<file path="src/rtl/rrrl_pkg.sv">
// Package for the round-robin run list unit.
// Request, status and slot mode codes. No dependencies.
`default_nettype none
package rrrl_pkg;

    typedef logic [1:0] t_func;
    typedef logic [1:0] t_status;
    typedef logic [1:0] t_mode;

    localparam t_func FN_ALLOC = 2'd0;
    localparam t_func FN_RUN   = 2'd1;
    localparam t_func FN_TICK  = 2'd2;
    localparam t_func FN_EXIT  = 2'd3;

    localparam t_status ST_OK          = 2'd0;
    localparam t_status ST_NO_SLOT     = 2'd1;
    localparam t_status ST_RUN_REFUSED = 2'd2;
    localparam t_status ST_EXIT_IGNORED = 2'd3;

    localparam t_mode MODE_FREE  = 2'd0;
    localparam t_mode MODE_ALLOC = 2'd1;
    localparam t_mode MODE_RUN   = 2'd2;

endpackage
`default_nettype wire

</file>
<file path="src/rtl/round_robin_run_list_unit.sv">
// Round-robin run list unit: slot allocation, run list append, tick and exit.
// Depends on rrrl_pkg and rrrl_ram (slot mode memory and run list memory).
`default_nettype none
// One request is taken at a time (start while busy is low); its result is
// shown for one cycle on o_valid and cannot be held off. Alloc, tick on a list
// of fewer than two tasks, and requests refused on slot range come back in the
// cycle after the request; run, tick and an exit of a slot that is not running
// wait on one memory read; an exit of a running slot waits on one memory read
// and then scans and compacts the run list memory one entry per cycle.
// After reset the unit is busy for one cycle while slot 0 is written into both
// memories. Free slots are tracked by a fill count, since slots are handed out
// lowest first and never freed.
module round_robin_run_list_unit
    import rrrl_pkg::*;
#(
    parameter int SLOT_COUNT = 16
) (
    input  wire logic       i_clk,
    input  wire logic       i_rst_n,
    input  wire logic       start,
    output logic            busy,
    input  wire logic [1:0] i_func,
    input  wire logic [3:0] i_task_slot,
    output logic            o_valid,
    output logic [1:0]      o_status,
    output logic [3:0]      o_alloc_slot,
    output logic [3:0]      o_current_slot,
    output logic            o_switched,
    output logic [4:0]      o_running_count
);

    localparam int SW = $clog2(SLOT_COUNT);
    localparam int CW = $clog2(SLOT_COUNT + 1);
    localparam logic [CW-1:0] COUNT_MAX = CW'(SLOT_COUNT);

    localparam logic [2:0] S_INIT = 3'd0;
    localparam logic [2:0] S_IDLE = 3'd1;
    localparam logic [2:0] S_MODE = 3'd2;
    localparam logic [2:0] S_TICK = 3'd3;
    localparam logic [2:0] S_SCAN = 3'd4;

    logic [2:0]    r_state, n_state;
    t_func         r_func, n_func;
    logic [SW-1:0] r_slot, n_slot;
    logic [CW-1:0] r_fill, n_fill;
    logic [CW-1:0] r_count, n_count;
    logic [SW-1:0] r_cur_pos, n_cur_pos;
    logic [SW-1:0] r_cur_slot, n_cur_slot;
    logic [CW-1:0] r_rd_idx, n_rd_idx;
    logic [CW-1:0] r_dat_idx, n_dat_idx;
    logic          r_found, n_found;
    logic [CW-1:0] r_pos, n_pos;
    logic [SW-1:0] r_first, n_first;
    logic [SW-1:0] r_next, n_next;
    logic          r_valid, n_valid;
    t_status       r_status, n_status;
    logic [3:0]    r_alloc, n_alloc;
    logic          r_sw, n_sw;

    logic          mode_we;
    logic [SW-1:0] mode_waddr, mode_raddr;
    t_mode         mode_wdata, mode_rdata;
    logic          list_we;
    logic [SW-1:0] list_waddr, list_raddr, list_wdata, list_rdata;

    logic          c_slot_ok;
    logic [SW-1:0] c_slot_idx;
    logic [CW-1:0] c_pos_inc;
    logic [CW-1:0] c_cur_ext;
    logic [CW-1:0] c_newcount;
    logic          c_hit;
    logic          c_found;
    logic [CW-1:0] c_pos_f;
    logic [SW-1:0] c_first, c_next;

    rrrl_ram #(.WIDTH(2), .DEPTH(SLOT_COUNT)) u_mode_ram (
        .i_clk   (i_clk),
        .i_we    (mode_we),
        .i_waddr (mode_waddr),
        .i_wdata (mode_wdata),
        .i_raddr (mode_raddr),
        .o_rdata (mode_rdata)
    );

    rrrl_ram #(.WIDTH(SW), .DEPTH(SLOT_COUNT)) u_list_ram (
        .i_clk   (i_clk),
        .i_we    (list_we),
        .i_waddr (list_waddr),
        .i_wdata (list_wdata),
        .i_raddr (list_raddr),
        .o_rdata (list_rdata)
    );

    assign busy = (r_state != S_IDLE);

    always_comb begin
        c_slot_ok  = ({28'd0, i_task_slot} < 32'(SLOT_COUNT)) &&
                     ({28'd0, i_task_slot} < 32'(r_fill));
        c_slot_idx = SW'(i_task_slot);
        c_cur_ext  = CW'(r_cur_pos);
        c_pos_inc  = c_cur_ext + CW'(1);
        c_newcount = r_count - CW'(1);
        c_hit      = !r_found && (list_rdata == r_slot);
        c_found    = r_found || c_hit;
        c_pos_f    = r_found ? r_pos : r_dat_idx;
        c_first    = (r_dat_idx == '0) ? list_rdata : r_first;
        c_next     = (r_dat_idx == c_pos_inc) ? list_rdata : r_next;
    end

    always_comb begin
        n_state    = r_state;
        n_func     = r_func;
        n_slot     = r_slot;
        n_fill     = r_fill;
        n_count    = r_count;
        n_cur_pos  = r_cur_pos;
        n_cur_slot = r_cur_slot;
        n_rd_idx   = r_rd_idx;
        n_dat_idx  = r_dat_idx;
        n_found    = r_found;
        n_pos      = r_pos;
        n_first    = r_first;
        n_next     = r_next;
        n_valid    = 1'b0;
        n_status   = r_status;
        n_alloc    = r_alloc;
        n_sw       = r_sw;
        mode_we    = 1'b0;
        mode_waddr = '0;
        mode_wdata = MODE_FREE;
        mode_raddr = c_slot_idx;
        list_we    = 1'b0;
        list_waddr = '0;
        list_wdata = '0;
        list_raddr = '0;

        case (r_state)
            S_INIT: begin
                mode_we    = 1'b1;
                mode_wdata = MODE_RUN;
                list_we    = 1'b1;
                n_state    = S_IDLE;
            end
            S_IDLE: begin
                if (start) begin
                    n_func   = i_func;
                    n_slot   = c_slot_idx;
                    n_status = ST_OK;
                    n_alloc  = '0;
                    n_sw     = 1'b0;
                    case (i_func)
                        FN_ALLOC: begin
                            n_valid = 1'b1;
                            if (r_fill < COUNT_MAX) begin
                                mode_we    = 1'b1;
                                mode_waddr = SW'(r_fill);
                                mode_wdata = MODE_ALLOC;
                                n_alloc    = 4'(r_fill);
                                n_fill     = r_fill + CW'(1);
                            end else begin
                                n_status = ST_NO_SLOT;
                            end
                        end
                        FN_RUN: begin
                            if (c_slot_ok) begin
                                n_state = S_MODE;
                            end else begin
                                n_status = ST_RUN_REFUSED;
                                n_valid  = 1'b1;
                            end
                        end
                        FN_TICK: begin
                            if (r_count >= CW'(2)) begin
                                n_cur_pos  = (c_pos_inc >= r_count) ? '0 : SW'(c_pos_inc);
                                list_raddr = n_cur_pos;
                                n_state    = S_TICK;
                            end else begin
                                n_valid = 1'b1;
                            end
                        end
                        default: begin
                            if (c_slot_ok) begin
                                n_state = S_MODE;
                            end else begin
                                n_status = ST_EXIT_IGNORED;
                                n_valid  = 1'b1;
                            end
                        end
                    endcase
                end
            end
            S_MODE: begin
                if (r_func == FN_RUN) begin
                    n_state = S_IDLE;
                    n_valid = 1'b1;
                    if (mode_rdata == MODE_ALLOC && r_count < COUNT_MAX) begin
                        mode_we    = 1'b1;
                        mode_waddr = r_slot;
                        mode_wdata = MODE_RUN;
                        list_we    = 1'b1;
                        list_waddr = SW'(r_count);
                        list_wdata = r_slot;
                        n_count    = r_count + CW'(1);
                        if (r_count == '0) begin
                            n_cur_slot = r_slot;
                        end
                    end else begin
                        n_status = ST_RUN_REFUSED;
                    end
                end else begin
                    if (mode_rdata == MODE_RUN) begin
                        mode_we    = 1'b1;
                        mode_waddr = r_slot;
                        mode_wdata = MODE_ALLOC;
                        list_raddr = '0;
                        n_rd_idx   = CW'(1);
                        n_dat_idx  = '0;
                        n_found    = 1'b0;
                        n_state    = S_SCAN;
                    end else begin
                        n_status = ST_EXIT_IGNORED;
                        n_valid  = 1'b1;
                        n_state  = S_IDLE;
                    end
                end
            end
            S_TICK: begin
                n_cur_slot = list_rdata;
                n_sw       = 1'b1;
                n_valid    = 1'b1;
                n_state    = S_IDLE;
            end
            S_SCAN: begin
                // read runs one entry ahead of the compacting write
                list_raddr = (r_rd_idx < r_count) ? SW'(r_rd_idx) : '0;
                n_rd_idx   = r_rd_idx + CW'(1);
                n_dat_idx  = r_dat_idx + CW'(1);
                n_first    = c_first;
                n_next     = c_next;
                if (c_hit) begin
                    n_found = 1'b1;
                    n_pos   = r_dat_idx;
                end
                if (r_found) begin
                    list_we    = 1'b1;
                    list_waddr = SW'(r_dat_idx - CW'(1));
                    list_wdata = list_rdata;
                end
                if (r_dat_idx == c_newcount) begin
                    n_count = c_newcount;
                    n_valid = 1'b1;
                    n_state = S_IDLE;
                    if (!c_found) begin
                        n_status = ST_EXIT_IGNORED;
                        n_count  = r_count;
                    end else if (c_pos_f == c_cur_ext) begin
                        n_sw = (c_newcount != '0);
                        if (c_cur_ext >= c_newcount) begin
                            n_cur_pos  = '0;
                            n_cur_slot = (c_newcount == '0) ? '0 : c_first;
                        end else begin
                            n_cur_slot = c_next;
                        end
                    end else if (c_pos_f < c_cur_ext) begin
                        n_cur_pos = r_cur_pos - SW'(1);
                    end
                end
            end
            default: begin
                n_state = S_IDLE;
            end
        endcase
    end

    always_ff @(posedge i_clk) begin
        if (!i_rst_n) begin
            r_state    <= S_INIT;
            r_fill     <= CW'(1);
            r_count    <= CW'(1);
            r_cur_pos  <= '0;
            r_cur_slot <= '0;
            r_found    <= 1'b0;
            r_valid    <= 1'b0;
        end else begin
            r_state    <= n_state;
            r_fill     <= n_fill;
            r_count    <= n_count;
            r_cur_pos  <= n_cur_pos;
            r_cur_slot <= n_cur_slot;
            r_found    <= n_found;
            r_valid    <= n_valid;
        end
    end

    always_ff @(posedge i_clk) begin
        r_func    <= n_func;
        r_slot    <= n_slot;
        r_rd_idx  <= n_rd_idx;
        r_dat_idx <= n_dat_idx;
        r_pos     <= n_pos;
        r_first   <= n_first;
        r_next    <= n_next;
        r_status  <= n_status;
        r_alloc   <= n_alloc;
        r_sw      <= n_sw;
    end

    assign o_valid         = r_valid;
    assign o_status        = r_status;
    assign o_alloc_slot    = r_alloc;
    assign o_current_slot  = 4'(r_cur_slot);
    assign o_switched      = r_sw;
    assign o_running_count = 5'(r_count);

    a_valid_idle: assert property (@(posedge i_clk) disable iff (!i_rst_n)
        o_valid |-> !busy)
        else $error("result strobe while a request is in progress");

    a_pos_in_list: assert property (@(posedge i_clk) disable iff (!i_rst_n)
        (r_count == '0) ? (r_cur_pos == '0) : (CW'(r_cur_pos) < r_count))
        else $error("current position outside the run list");

    a_running_allocated: assert property (@(posedge i_clk) disable iff (!i_rst_n)
        r_count <= r_fill)
        else $error("more running tasks than allocated slots");

    a_alloc_result: assert property (@(posedge i_clk) disable iff (!i_rst_n)
        (start && !busy && i_func == FN_ALLOC && r_fill < COUNT_MAX)
        |=> (o_valid && o_status == ST_OK && r_fill == $past(r_fill) + CW'(1)))
        else $error("alloc request with a free slot not granted");

    a_scan_bound: assert property (@(posedge i_clk) disable iff (!i_rst_n)
        (r_state == S_SCAN) |-> (r_dat_idx < r_count))
        else $error("exit scan ran past the run list");

endmodule
`default_nettype wire

</file>
<file path="src/rtl/rrrl_ram.sv">
// Generic simple dual-port RAM: one write port, one read port, registered read.
// No dependencies.
`default_nettype none
module rrrl_ram #(
    parameter int WIDTH = 8,
    parameter int DEPTH = 16
) (
    input  wire logic                     i_clk,
    input  wire logic                     i_we,
    input  wire logic [$clog2(DEPTH)-1:0] i_waddr,
    input  wire logic [WIDTH-1:0]         i_wdata,
    input  wire logic [$clog2(DEPTH)-1:0] i_raddr,
    output logic      [WIDTH-1:0]         o_rdata
);

    logic [WIDTH-1:0] r_mem [DEPTH];

    always_ff @(posedge i_clk) begin
        if (i_we) begin
            r_mem[i_waddr] <= i_wdata;
        end
        o_rdata <= r_mem[i_raddr];
    end

endmodule
`default_nettype wire

</file>
<file path="config.mk">
export PLATFORM = sky130hd
export DESIGN_NAME = round_robin_run_list_unit
export DESIGN_NICKNAME = d
export VERILOG_FILES = /design/src/rtl/rrrl_pkg.sv /design/src/rtl/round_robin_run_list_unit.sv /design/src/rtl/rrrl_ram.sv
export SDC_FILE = /design/constraint.sdc
export NUM_CORES = 1
export LEC_CHECK = 0
export BUFFER_PORTS_ARGS = -buffer_cell sky130_fd_sc_hd__buf_2
export CAP_MARGIN = 30
export CORE_MARGIN = 2
export CORE_UTILIZATION = 40
export CTS_CLUSTER_SIZE = 10
export DETAILED_ROUTE_END_ITERATION = 8
export HOLD_SLACK_MARGIN = 0.05
export PLACE_DENSITY_LB_ADDON = 0.25
export SYNTH_ARGS = -nofsm -noshare
export SYNTH_HDL_FRONTEND = slang
export SYNTH_SLANG_ARGS = --single-unit
</file>
<file path="constraint.sdc">
create_clock -name i_clk -period 4.95 [get_ports i_clk]
set_clock_uncertainty 0.2 [all_clocks]
set_input_delay 0.495 -clock i_clk [delete_from_list [all_inputs] [get_ports i_clk]]
set_output_delay 0.495 -clock i_clk [all_outputs]
set_load 0.05 [all_outputs]
</file>
# Word level (Yosys, flattened, before mapping)
# Memories as Yosys holds them, arrays and structs flattened. A register that Yosys moved wholly into a read port is not among the register bits.
# Index checks and enable logic that the tools add are counted.
[word_totals]
regBits = 59
latchBits = 0
mem_bits_rw = 96
romBits = 0
inputBits = 9
out_inout_bits = 18
word_cells = 204
memories = 2
[memory_table]
columns = ["memory", "depth", "width", "rd", "rd_ports_with_merged_regs", "write_ports", "line", "rtl"]
rows = [
  ["u_list_ram.r_mem", 16, 4, 1, 1, 1, "rrrl_ram.sv:16", "logic [WIDTH-1:0] r_mem [DEPTH];"],
  ["u_mode_ram.r_mem", 16, 2, 1, 1, 1, "rrrl_ram.sv:16", ""],
]
[classes]
n_addsub = 8
n_mul = 0
n_div = 0
order_cmp = 8
n_eq_ne = 34
shifts = 0
mux = 109
bitwise_logic = 0
reduce_logical = 26
[ops]
columns = ["cell", "n"]
rows = [
  ["$mux 4", 34],
  ["$mux 5", 9],
  ["$pmux 4 s2", 5],
  ["$mux 1", 30],
  ["$pmux 5 s2", 3],
  ["$ne 2x2->1 const B", 14],
  ["$add 5x1->5 const B", 4],
  ["$mux 2", 10],
  ["$mux 3", 6],
  ["$ne 3x3->1 const B", 6],
  ["$pmux 2 s3", 3],
  ["$logic_not 5->1", 3],
  ["$reduce_and 5->1", 3],
  ["$pmux 4 s3", 1],
  ["$eq 5x5->1", 2],
  ["$lt 5x5->1 const B", 2],
  ["$pmux 1 s3", 3],
  ["$pmux 3 s3", 1],
  ["$reduce_bool 3->1", 3],
  ["$reduce_and 4->1", 2],
  ["$reduce_and 8->1", 1],
  ["$sub 4x1->4 const B", 2],
  ["$reduce_and 7->1", 1],
  ["$eq 2x1->1 const B", 3],
  ["other kinds (28)", 34],
]

# Longest topological paths before layout
[logic_depth]
ltp_word = 8
ltp_mapped = 14
mapped_depth_nobuf = 11

# Cells and area by module
# From an unflattened synthesis, not the netlist that was laid out.
[unflattened]
hier_cells = 646
area_unflattened_um2 = 8165.3
[by_module_without_submodules]
columns = ["module", "n_inst", "cells_each", "area_per_inst_um2", "seq_area_each_um2"]
rows = [
  ["round_robin_run_list_unit", 1, 438, 4119.0, 1541.5],
  ["rrrl_ram (u_list_ram)", 1, 130, 2666.3, 2001.9],
  ["rrrl_ram (u_mode_ram)", 1, 78, 1380.1, 1001.0],
]

# Worst setup path after synthesis
# No wires, ideal clock.
[synth_timing]
kind = "register -> register"
startpoint = "register r_cur_pos[0]"
endpoint = "register u_list_ram.o_rdata[1], read port of u_list_ram.r_mem"
setup_time_ns = 0.120
arrival_time_ns = 3.309
required_time_ns = 4.630
setup_slack_ns = 1.322
stages_incl_launch_ff = 13
path_buffers = 1
period_less_slack_ns = 3.628
cell_sequence = "dfxtp_1 ha_1 xor2_1 ha_1 a211o_1 a31oi_1 o21bai_1 o31ai_4 buf_8 mux2_2 o21ai_0 a21oi_1 a211o_1"
[synth_between]
elab_chain_cells = 7
[synth_lines]
columns = ["element", "line", "rtl"]
rows = [
  ["start, declared", "round_robin_run_list_unit.sv:47", "logic [SW-1:0] r_cur_pos, n_cur_pos;"],
  ["start signal, assigned", "round_robin_run_list_unit.sv:288", "r_cur_pos <= n_cur_pos;"],
  ["$add 4x1->5 (*)", "round_robin_run_list_unit.sv:101", "c_pos_inc = c_cur_ext + CW'(1);"],
  ["$ge 5x5->1", "round_robin_run_list_unit.sv:174", "n_cur_pos = (c_pos_inc >= r_count) ? '0 : SW'(c_pos_inc);"],
  ["$mux 4 (*)", "round_robin_run_list_unit.sv:174", ""],
  ["$mux 4 (*)", "round_robin_run_list_unit.sv:173", "if (r_count >= CW'(2)) begin"],
  ["$mux 4 (*)", "round_robin_run_list_unit.sv:151", "case (i_func)"],
  ["$mux 4 (*)", "round_robin_run_list_unit.sv:145", "if (start) begin"],
  ["$pmux 4 s2 (*)", "round_robin_run_list_unit.sv:137", "case (r_state)"],
  ["end, declared", "rrrl_ram.sv:13", "output logic [WIDTH-1:0] o_rdata"],
]
# Mark *: on every way between the ends. The rest lies on a longest branch, timed or not.
# A chain may end at the register's enable or synchronous reset.

# Final worst setup path
[layout_timing]
startpoint = "register r_cur_pos[0]"
endpoint = "register u_list_ram.o_rdata[3], read port of u_list_ram.r_mem"
# The elaborated chain is that of the path after synthesis.

==> qor.csv <==
metric,value,unit
status,"complete, no violations",
ys_ff_latch,161,
synth-edff-count,132,
drive_gt1_frac,0.1657,
finalNonFillerCells,976,
final_common_cell,edfxtp_1,
finalCritPeriodShare,0.8521,
dp_cells,944,
fin_crit,4218,ps
finalSetupViolCount,0,
clock.fmax,237.1,MHz
r2r-start,r_cur_pos[0],
wl_met3,787,um
num_vias,5427,
grt_first_pass_wirelength,30390,um
cts_sinks,161,
drtIter0Drc,439,
async_flop_share,0,
synthesis.nets,713,
worst_r2r_endpoint,u_list_ram.o_rdata[3],
clock_path_buffers,2,
utilization,0.4529,
hold_depth,2,
design_area,9135,um2
p_sw,0.7440,mW
core,20170,um2
p_leak,3.179,nW
grt_antenna_before_repair,0,
design.die.area,21650,um2
gp_congestion,0.9324,
combPwrFrac,0.056,
ys_types,74,
wl_met1,8646,um
cts_buffers,17,
post_cts_buffers,0,
place_ws,790.7,ps
pin_count,27,
root_buffer,clkbuf_16,
ff2ff_path_depth,12,
fin_ws,732.3,ps
critPathLaunchType,flop,
die_y,147.1,um
yosys-top-cells-area,"edfxtp_1 (48%), dfxtp_1 (7.1%), ha_1 (4.9%)",
dr_wl_met2,9227,um
grt.overflow.total,0,
synthCells,672,
clock_latency,430,ps
final_net_count,734,
drv_slew,0,
route.detailed.drc,0,
min_from,start,
synth_area,8195,um2
yosysWarnings,0,
num_rows,52,
setup_tns,0,ps
grt_pass1_vias,5567,
holdCritPathClass,input pin to flop,
cts_resized,0,
postSynthAreaPerCell,12.20,um2
yosys.area.top_type,edfxtp_1,
syn_to_final_growth,11.47,%
critPathArrivalTime,4340,ps
antenna_left,0,
drv_cap,0,
wl_per_cell,19.47,um
rsz0062_at_grt,no,
cts_max_level,4,
relSlewSlack,0.4187,
reg2reg_slack,730,ps
dp_hpwl,13550,um
internal_power,2.212,mW
clkTransAtPathRegs,70,ps
highest_layer,met4,
hold_viol,0,
grt_max_degree,27,
synth-main-ff-cell,edfxtp_1,
dr.pass1.iters,5,
grt_usage,0.1832,
total_power,2.956,mW
crit_type,flop to flop,
fill_cells,1896,
viasPerCell,5.560,
hold_buffers,0,
p_sw_frac,0.2517,
seq_power_share,0.507,
fp.dieW,147.1,um
placed_area,8549,um2
tightest_slew,859.8,ps
hold_slack,97.65,ps
wl,19010,um
synth.yosys.seq_area_share,0.5545,
clkPwrFrac,0.437,
crit_fanout,18,
worstSetupEndpointType,flop,
cts_tree,done,
required,5080,ps
portBuffers,26,
yosysTopAreaCellShare,0.4837,
hold_end,r_state[0],
layout_common_cells,"edfxtp_1 (132), nor2_1 (70), nand2_1 (47), a21oi_1 (36), ha_1 (32)",
initial_core_util,0.4063,
ir_worst_vdd,0.0002526,V
antennaDiodeCount,0,
power_density,323.6,nW/um2
[how the worst max path moves through the flow]
stage | startpoint | to | slack, ps | cells past startpoint
5_1_grt | r_cur_pos[0] | u_list_ram.o_rdata[3] | 440 | 12
4_1_cts | r_cur_pos[0] | u_list_ram.o_rdata[3] | 750 | 12
2_1_floorplan | r_cur_pos[0] | u_list_ram.o_rdata[1] | 1320 | 12
6_report | r_cur_pos[0] | u_list_ram.o_rdata[3] | 730 | 12
3_5_place_dp | r_cur_pos[0] | u_list_ram.o_rdata[3] | 790 | 12
3_3_place_gp | r_cur_pos[0] | u_list_ram.o_rdata[3] | 930 | 12
[metal layers]
metal,GRT usage,up-vias
met4,0.06010,0
li1,-,2553
met3,0.03106,30
met5,0,-
met2,0.3079,153
met1,0.2422,2691
[cells in the mapped netlist (3+ instances only)]
library cell,instances
edfxtp_1,132
nand3_1,8
buf_1,3
o211ai_1,4
nand2b_1,7
nor3_1,13
a32oi_1,3
mux2_2,27
xor2_1,12
a31oi_1,5
a21o_1,3
buf_2,4
nor2b_1,7
ha_1,32
o21ai_0,23
a22o_1,9
nor2_1,70
o31ai_1,3
nand2_1,47
nor3b_1,6
nand4_1,6
o32a_1,4
mux2i_1,26
a21oi_1,36
a211o_1,6
dfxtp_1,29
inv_1,25
xnor2_1,20
o22ai_1,7
a211oi_1,6
and3_1,3
mux4_2,10
clkbuf_1,20
a31o_2,5
and2_1,7
[worst max-delay path, stage by stage, from the launching register on]
cell and delay, ps:
dfxtp_1 510, ha_1 290, xor2_1 470, ha_1 350, a211o_1 300, a31oi_1 140
o21bai_1 230, o31ai_4 410, buf_4 370, mux2_2 370, o21ai_0 140, a21oi_1 60
a211o_1 290
[sequential cells by signal, indices dropped and copies added (netlist names), 5 cells and up]
name	cells
o_running_count	5
u_list_ram.r_mem	64
u_mode_ram.r_mem	32
r_pos	5
r_dat_idx	5
r_fill	5
r_rd_idx	5
[logic make-up after synthesis]
family	Yosys count	synth area share
compound gates	134	0.1150
simple gates	189	0.1099
fa+ha+maj	32	0.04885
buf+inv	58	0.03282
xor+xnor	35	0.04259
mux	63	0.09634
flops	161	0.5545
[area by class of cell]
cell class | instances | area [um2] | share of cell area
inverters | 26 | 97.59 | 0.01068
clock inverters | 15 | 160.2 | 0.01753
well taps | 270 | 337.8 | 0.03698
flip-flops and latches | 161 | 4544 | 0.4975
clock buffers | 17 | 425.4 | 0.04657
repair buffers | 34 | 187.7 | 0.02055
multi-input cells | 453 | 3382 | 0.3702
[power by group through the flow]
stage               logic, mW  clock network (mW)  registers (mW)
floorplan               0.106                   0            1.53
global placement        0.161                   0            1.53
detailed placement      0.165                   0            1.53
CTS                     0.166                1.31            1.50
global route            0.180                1.37            1.50
finish                  0.165                1.29            1.50
Power figures use the tool's default switching activity.
